File: config.mk
export PLATFORM = sky130hd
export DESIGN_NAME = electrochemical_waveform_sequencer
export DESIGN_NICKNAME = d
export VERILOG_FILES = /design/src/rtl/ewseq_pkg.sv /design/src/rtl/ewseq_step.sv /design/src/rtl/electrochemical_waveform_sequencer.sv
export SDC_FILE = /design/constraint.sdc
export NUM_CORES = 1
export LEC_CHECK = 0
export BUFFER_PORTS_ARGS = -buffer_cell sky130_fd_sc_hd__buf_2
export CAP_MARGIN = 20
export CORE_MARGIN = 2
export CORE_UTILIZATION = 60
export CTS_CLUSTER_SIZE = 30
export DETAILED_ROUTE_END_ITERATION = 7
export GPL_ROUTABILITY_DRIVEN = 0
export PLACE_DENSITY = 0.8
export SYNTH_ARGS = -nofsm -noshare
export SYNTH_HDL_FRONTEND = slang
export SYNTH_SLANG_ARGS = --single-unit
File: constraint.sdc
create_clock -name clk -period 4.7 [get_ports clk]
set_clock_uncertainty 0.2 [all_clocks]
set_input_delay 0.235 -clock clk [delete_from_list [all_inputs] [get_ports clk]]
set_output_delay 0.235 -clock clk [all_outputs]
set_load 0.1 [all_outputs]
File: src/rtl/ewseq_pkg.sv
// Package for the electrochemical waveform sequencer: request and result types,
// register layout, run phase codes and field widths.
// No dependencies; used by ewseq_step and the top level.
package ewseq_pkg;

  localparam int DAC_BITS        = 10;
  localparam int TICK_COUNT_BITS = 16;
  localparam int ADC_BITS        = 10;
  localparam int IDX_BITS        = 24;
  localparam int CYC_BITS        = 8;
  localparam int DEC_BITS        = 8;
  localparam int CFG_IDX_BITS    = 3;
  localparam int CFG_DATA_BITS   = 16;

  // Register indexes on the configuration port
  localparam logic [CFG_IDX_BITS-1:0] REG_MODE         = 3'd0;
  localparam logic [CFG_IDX_BITS-1:0] REG_FIRST_CODE   = 3'd1;
  localparam logic [CFG_IDX_BITS-1:0] REG_SECOND_CODE  = 3'd2;
  localparam logic [CFG_IDX_BITS-1:0] REG_HOLD_TICKS   = 3'd3;
  localparam logic [CFG_IDX_BITS-1:0] REG_SECOND_TICKS = 3'd4;
  localparam logic [CFG_IDX_BITS-1:0] REG_CYCLE_COUNT  = 3'd5;
  localparam logic [CFG_IDX_BITS-1:0] REG_DECIMATION   = 3'd6;

  // Mode codes
  localparam logic MODE_CHRONO = 1'b0;
  localparam logic MODE_CV     = 1'b1;

  // Request function codes
  localparam logic FUNC_TICK  = 1'b0;
  localparam logic FUNC_START = 1'b1;

  typedef enum logic [1:0] {
    PH_IDLE = 2'd0,
    PH_ONE  = 2'd1,
    PH_TWO  = 2'd2
  } phase_t;

  typedef struct packed {
    logic                    func;
    logic [ADC_BITS-1:0]     adc_sample;
  } in_item_t;

  typedef struct packed {
    logic [DAC_BITS-1:0]     dac_code;
    logic                    report;
    logic [IDX_BITS-1:0]     sample_index;
    logic [ADC_BITS-1:0]     current_raw;
    logic [1:0]              run_phase;
    logic                    run_done;
  } out_item_t;

  typedef struct packed {
    logic                       mode;
    logic [DAC_BITS-1:0]        first_code;
    logic [DAC_BITS-1:0]        second_code;
    logic [TICK_COUNT_BITS-1:0] hold_ticks;
    logic [TICK_COUNT_BITS-1:0] second_ticks;
    logic [CYC_BITS-1:0]        cycle_count;
    logic [DEC_BITS-1:0]        decimation;
  } cfg_t;

  typedef struct packed {
    phase_t                     phase;
    logic [DAC_BITS-1:0]        level;
    logic [CYC_BITS-1:0]        cycles_done;
    logic [TICK_COUNT_BITS-1:0] phase_ticks;
    logic [DEC_BITS-1:0]        decim_count;
    logic [IDX_BITS-1:0]        tick_index;
  } state_t;

endpackage

File: src/rtl/ewseq_step.sv
// Next-state and result logic for one request of the waveform sequencer.
// Purely combinational; depends on ewseq_pkg.
module ewseq_step (
  input  ewseq_pkg::cfg_t      cfg,
  input  ewseq_pkg::state_t    cur,
  input  ewseq_pkg::in_item_t  item,
  output ewseq_pkg::state_t    nxt,
  output ewseq_pkg::out_item_t res
);

  always_comb begin
    logic [ewseq_pkg::DEC_BITS-1:0]        dec_eff;
    logic [ewseq_pkg::DEC_BITS-1:0]        dec_inc;
    logic [ewseq_pkg::TICK_COUNT_BITS-1:0] ticks_inc;
    logic [ewseq_pkg::CYC_BITS-1:0]        cyc_inc;
    logic                                  rep;
    logic                                  done;

    nxt       = cur;
    rep       = 1'b0;
    done      = 1'b0;
    dec_eff   = (cfg.decimation == '0) ? ewseq_pkg::DEC_BITS'(1) : cfg.decimation;
    dec_inc   = cur.decim_count + ewseq_pkg::DEC_BITS'(1);
    ticks_inc = cur.phase_ticks + ewseq_pkg::TICK_COUNT_BITS'(1);
    cyc_inc   = cur.cycles_done + ewseq_pkg::CYC_BITS'(1);

    // Default result: held state, nothing reported
    res.dac_code     = cur.level;
    res.report       = 1'b0;
    res.sample_index = cur.tick_index;
    res.current_raw  = '0;
    res.run_phase    = cur.phase;
    res.run_done     = 1'b0;

    if (item.func == ewseq_pkg::FUNC_START) begin
      // Start is taken only when idle; result shows the state after it
      if (cur.phase == ewseq_pkg::PH_IDLE) begin
        nxt.tick_index  = '0;
        nxt.phase_ticks = '0;
        nxt.cycles_done = '0;
        if (cfg.mode == ewseq_pkg::MODE_CHRONO) begin
          if (cfg.hold_ticks != '0) begin
            nxt.phase = ewseq_pkg::PH_ONE;
            nxt.level = cfg.first_code;
          end else if (cfg.second_ticks != '0) begin
            nxt.phase = ewseq_pkg::PH_TWO;
            nxt.level = cfg.second_code;
          end else begin
            nxt.phase = ewseq_pkg::PH_IDLE;
          end
        end else begin
          if (cfg.cycle_count != '0 && cfg.first_code <= cfg.second_code) begin
            nxt.phase = ewseq_pkg::PH_ONE;
            nxt.level = cfg.first_code;
          end else begin
            nxt.phase = ewseq_pkg::PH_IDLE;
          end
        end
      end
      res.dac_code     = nxt.level;
      res.sample_index = nxt.tick_index;
      res.run_phase    = nxt.phase;
    end else if (cur.phase != ewseq_pkg::PH_IDLE) begin
      // Active tick: drive the current level, then advance the run
      nxt.tick_index = cur.tick_index + ewseq_pkg::IDX_BITS'(1);
      if (cfg.mode == ewseq_pkg::MODE_CHRONO) begin
        rep             = 1'b1;
        nxt.phase_ticks = ticks_inc;
        if (cur.phase == ewseq_pkg::PH_ONE) begin
          if (ticks_inc >= cfg.hold_ticks) begin
            nxt.phase_ticks = '0;
            if (cfg.second_ticks != '0) begin
              nxt.phase = ewseq_pkg::PH_TWO;
              nxt.level = cfg.second_code;
            end else begin
              done = 1'b1;
            end
          end
        end else if (ticks_inc >= cfg.second_ticks) begin
          done = 1'b1;
        end
      end else begin
        // Decimation counter persists across runs
        nxt.decim_count = dec_inc;
        if (dec_inc >= dec_eff) begin
          nxt.decim_count = '0;
          rep             = 1'b1;
        end
        // Triangle sweep; turning codes are driven on two ticks
        if (cur.phase == ewseq_pkg::PH_ONE) begin
          if (cur.level >= cfg.second_code) begin
            nxt.phase = ewseq_pkg::PH_TWO;
          end else begin
            nxt.level = cur.level + ewseq_pkg::DAC_BITS'(1);
          end
        end else begin
          if (cur.level <= cfg.first_code) begin
            nxt.cycles_done = cyc_inc;
            if (cyc_inc >= cfg.cycle_count) begin
              done = 1'b1;
            end else begin
              nxt.phase = ewseq_pkg::PH_ONE;
            end
          end else begin
            nxt.level = cur.level - ewseq_pkg::DAC_BITS'(1);
          end
        end
      end
      if (done) begin
        nxt.phase = ewseq_pkg::PH_IDLE;
      end
      res.report       = rep;
      res.sample_index = nxt.tick_index;
      res.current_raw  = rep ? item.adc_sample : '0;
      res.run_done     = done;
    end
  end

endmodule

File: src/rtl/electrochemical_waveform_sequencer.sv
// Top level of the electrochemical waveform sequencer: configuration registers,
// run state, request intake and the result register. Uses ewseq_pkg, ewseq_step.
//
//   channel  direction  handshake           payload
//   in       request    in_valid/in_stall   in_data   (ewseq_pkg::in_item_t)
//   out      result     out_valid/out_stall out_data  (ewseq_pkg::out_item_t)
//   cfg      write      cfg_valid/cfg_ready cfg_index, cfg_data
//
// Each request updates the run state and loads the result register at the same
// edge, so one request per cycle is sustained while in_stall is low. rst
// (synchronous) returns registers to defaults and the run to idle. in_stall rises
// only while a result is held under out_stall.
module electrochemical_waveform_sequencer (
  input  logic                                   clk,
  input  logic                                   rst,
  input  logic                                   in_valid,
  output logic                                   in_stall,
  input  ewseq_pkg::in_item_t                    in_data,
  output logic                                   out_valid,
  input  logic                                   out_stall,
  output ewseq_pkg::out_item_t                   out_data,
  input  logic                                   cfg_valid,
  output logic                                   cfg_ready,
  input  logic [ewseq_pkg::CFG_IDX_BITS-1:0]     cfg_index,
  input  logic [ewseq_pkg::CFG_DATA_BITS-1:0]    cfg_data
);

  ewseq_pkg::cfg_t      cfg;
  ewseq_pkg::state_t    state;
  ewseq_pkg::state_t    state_next;
  ewseq_pkg::out_item_t res;
  logic                 accept;

  assign cfg_ready = 1'b1;
  assign in_stall  = out_valid & out_stall;
  assign accept    = in_valid & ~in_stall;

  ewseq_step u_step (
    .cfg  (cfg),
    .cur  (state),
    .item (in_data),
    .nxt  (state_next),
    .res  (res)
  );

  // Configuration registers
  always_ff @(posedge clk) begin
    if (rst) begin
      cfg.mode         <= ewseq_pkg::MODE_CV;
      cfg.first_code   <= ewseq_pkg::DAC_BITS'(0);
      cfg.second_code  <= ewseq_pkg::DAC_BITS'(1023);
      cfg.hold_ticks   <= ewseq_pkg::TICK_COUNT_BITS'(34);
      cfg.second_ticks <= ewseq_pkg::TICK_COUNT_BITS'(172);
      cfg.cycle_count  <= ewseq_pkg::CYC_BITS'(1);
      cfg.decimation   <= ewseq_pkg::DEC_BITS'(4);
    end else if (cfg_valid && cfg_ready) begin
      unique case (cfg_index)
        ewseq_pkg::REG_MODE:         cfg.mode <= cfg_data[0];
        ewseq_pkg::REG_FIRST_CODE:   cfg.first_code <= cfg_data[ewseq_pkg::DAC_BITS-1:0];
        ewseq_pkg::REG_SECOND_CODE:  cfg.second_code <= cfg_data[ewseq_pkg::DAC_BITS-1:0];
        ewseq_pkg::REG_HOLD_TICKS:
          cfg.hold_ticks <= cfg_data[ewseq_pkg::TICK_COUNT_BITS-1:0];
        ewseq_pkg::REG_SECOND_TICKS:
          cfg.second_ticks <= cfg_data[ewseq_pkg::TICK_COUNT_BITS-1:0];
        ewseq_pkg::REG_CYCLE_COUNT:  cfg.cycle_count <= cfg_data[ewseq_pkg::CYC_BITS-1:0];
        ewseq_pkg::REG_DECIMATION:   cfg.decimation <= cfg_data[ewseq_pkg::DEC_BITS-1:0];
        default: ;
      endcase
    end
  end

  // Run state
  always_ff @(posedge clk) begin
    if (rst) begin
      state.phase       <= ewseq_pkg::PH_IDLE;
      state.level       <= '0;
      state.cycles_done <= '0;
      state.phase_ticks <= '0;
      state.decim_count <= '0;
      state.tick_index  <= '0;
    end else if (accept) begin
      state <= state_next;
    end
  end

  // Result register
  always_ff @(posedge clk) begin
    if (rst) begin
      out_valid <= 1'b0;
    end else if (accept) begin
      out_valid <= 1'b1;
    end else if (!out_stall) begin
      out_valid <= 1'b0;
    end
  end

  always_ff @(posedge clk) begin
    if (accept) begin
      out_data <= res;
    end
  end

endmodule
==> flow_metrics.py <==
metrics = {
    "worst_hold_path": {
        "min-delay-start": "cfg_index[0]",
        "hold_path_class": "in -> reg",
        "whs_path_depth": 4,
    },
    "sta": {
        "min_period_ns": 4.34,
        "maxSlewViolCount": 0,
        "period_share_pct": 92.3,
        "whs_ns": -0.0217,
        "fmax_mhz": 230,
        "setup_violations": 0,
        "max_slew_margin_pct": 27.6,
        "tightest_slew_ns": 1.08,
        "rsz0062_at_grt": "no",
        "setup_tns_ns": 0,
        "finalHoldViolCount": 1,
    },
    "worst_setup_path": {
        "worstPathArrival_ns": 4.46,
        "end_kind": "flip-flop",
        "worst-path-stages": 16,
        "path_max_fanout": 7,
        "worstPathRequired_ns": 4.82,
        "r2r_start": "state[32]",
        "cp_top_family": "compound AO/OA/AOI/OAI gates",
        "cp_common_cell": "and3_1",
        "cp_slowest_stage_delay_ns": 0.44,
        "critPathLaunch": "state[32]",
        "rr_worst_depth": 16,
        "critPathKind": "reg -> reg",
        "crit_chain": "ha_1, and3_1, and3_1, and3_1, and3_1, nand3_1, xnor2_1, ha_1, nand2_1, o21ai_0, o21ai_0, a211oi_1, a211oi_1, o22ai_1, o31ai_1, a32o_1",
        "start_kind": "flip-flop",
        "critical_path_buf_inv_count": 0,
        "crit_path_top_delay_cell": "dfxtp_1",
    },
    "global_route": {
        "antenna_found_initial": 0,
        "grt_pass1_vias": 9457,
        "grt_pass1_wl_mm": 46.9,
        "grt_overflow_total": 0,
        "grt_max_degree": 69,
        "grt.total_usage_pct": 29.3,
    },
    "routing": {
        "drt-initial-drc-count": 1116,
        "post-route-drc-count": 0,
        "vias_per_cell": 6.08,
        "wl_mm": 28.7,
        "vias": 10135,
        "postRouteAntennaNets": 0,
        "wl_per_cell_microns": 17.2,
        "detail_route.first_pass.iterations": 6,
    },
    "cells_and_area": {
        "fill_cells": 1458,
        "nets": 1552,
        "multi_input_area_sq_um": 6170,
        "diodes": 0,
        "final_cells": 1666,
        "regArea_sq_um": 4200,
        "syn2layout_area_growth_pct": 13.0,
        "drive_gt1_share_pct": 11.0,
    },
    "clock_network": {
        "cts_made_buffers": 17,
        "cts-root-buf": "clkbuf_16",
        "cts_sinks": 186,
        "clk_pin_slew_ns": 0.07,
        "clock_path_buffers": 2,
        "clk_latency_ns": 0.44,
        "cts_tree": "done",
        "htreeDepth": 4,
        "cts_setup_buffers": 0,
    },
    "synth": {
        "synth_area_leaders": "dfxtp_1 25%, edfxtp_1 13%, ha_1 10%, nand2_1 7.4%, a21oi_1 6.6%",
        "syn-instance-count": 1336,
        "syn-cell-area_sq_um": 11000,
        "synth_top_area_share_pct": 25.1,
        "synth-seq-cells": 186,
        "yosys.area.top_type": "dfxtp_1",
        "synth_edf_count": 48,
        "synth_nets": 1464,
        "async_flop_share_pct": 0,
        "ys_seq_area_share_pct": 38.2,
        "synth_cell_types": 79,
        "yosysWarnings": 0,
        "synth_ff_type": "dfxtp_1",
        "synth.avg_cell_area_sq_um": 8.23,
    },
    "pwr": {
        "leakage_nw": 5.12,
        "p_total_mw": 4.18,
        "ir_drop_uv": 288,
        "p_per_area_nw_per_um2": 336,
    },
    "run": {
        "cap_viol_max_count": 0,
    },
    "floorplan": {
        "die_w_microns": 139,
        "dieArea_sq_um": 19400,
        "rows": 49,
        "io_pins": 86,
        "fp.dieH_microns": 139,
        "initial_core_util_pct": 61.2,
        "coreArea_sq_um": 18000,
    },
    "placed_design": {
        "place_hpwl_mm": 20.0,
        "dp_cells": 1604,
        "port-buffer-count": 84,
    },
    "run_status": {
        "failed_checks": "negative hold slack",
        "status": "finished with violations",
    },
}
==> Yosys cell counts, types with 3 or more instances <==
master     number
nand2_1       218
a21oi_1       144
dfxtp_1       138
nor2_1        105
ha_1           92
inv_1          90
o21ai_0        73
edfxtp_1       48
nand3_1        43
clkbuf_1       41
o211ai_1       24
nor3_1         22
xnor2_1        22
nand2b_1       18
a211oi_1       16
and3_1         14
xor2_1         14
and2_1         12
a31oi_1        11
o21ai_1        11
nand4_1        10
a21o_1          9
nor4_1          9
a22oi_1         8
mux2i_1         8
buf_6           7
nand3b_1        7
o2111ai_1       7
o31ai_1         7
buf_2           6
o21a_1          6
a22o_1          5
a311oi_1        5
nor2b_1         5
o21bai_1        5
a2111oi_0       4
a32o_2          4
a32o_1          3
a32oi_1         3
and4_1          3
buf_4           3
nor3b_1         3
o22ai_1         3
or3_1           3
or4_4           3
==> worst register-to-register path, delay by kind of cell (launching register included) <==
kind / cells / cell delay (ns)
flops: 1 / 0.44
fa+ha+maj: 2 / 0.54
compound gates: 7 / 1.67
xor+xnor: 1 / 0.18
simple gates: 6 / 1.20
==> worst paths after layout <==
kind / end / slack, ns
max reg2reg: state[67] / 0.36
min: cfg[22] / -0.02
min reg2reg: cfg[4] / 0.26
max: state[67] / 0.36
==> where the power goes <==
part	switching, mW	internal, mW
Sequential	0.0445	1.70
Combinational	0.671	0.270
Clock	0.648	0.846
==> what timing repair did <==
item / CTS / global route
endpoints found under the hold margin: 79 / 0
gates resized for setup: 0 / 0
hold buffers: 28 / 0
==> metal layers <==
layer	global-route usage [%]	wire length [microns]	vias up
met4	10.0	525	0
met5	0	0	-
met1	39.0	12600	4735
met2	49.1	13700	422
li1	-	-	4934
met3	4.13	1840	44
==> flip-flops by register name, indices dropped and copies added, names as in the netlist <==
signal,flops
out_data,48
state,68
cfg,69
out_valid,1
==> metrics by stage <==
step                utilization (%)  setup WS [ns]  instance area (sq um)
finish                         69.2          0.360                  12400
global route                   69.2        0.00862                  12400
detailed placement             64.2          0.438                  11500
CTS                            69.1          0.413                  12400
global placement               64.1          0.635                  11500
floorplan                         -          0.822                  11000
==> cells in the final DEF (no fill, tap or decap), types with 18 or more instances in the layout <==
cell type,instances
nand2_1,218
a21oi_1,144
dfxtp_1,138
nor2_1,104
ha_1,92
inv_1,89
buf_2,83
o21ai_0,73
edfxtp_1,48
nand3_1,43
dlygate4sd3_1,28
o211ai_1,24
xnor2_1,22
nor3_1,21
nand2b_1,18
==> cells by family (layout without fill, tap and decap cells) <==
group	after synthesis	after routing	synth area share [%]
flops	186	186	38.2
buf+inv	150	251	5.77
xor+xnor	36	36	2.87
mux	8	8	0.728
fa+ha+maj	93	93	10.6
compound gates	371	371	21.2
other cells	1	1	0.0341
simple gates	491	491	20.5
==> area by class of cell <==
class                           instances  area share, %
Tap cell                              229           2.30
Clock buffer                           20           3.51
Sequential cell                       186           33.8
Clock inverter                         12           1.30
Timing Repair Buffer                  128           6.68
Multi-Input combinational cell       1000           49.6
Inverter                               91           2.75
No activity file was read; power rests on OpenSTA's default activity.
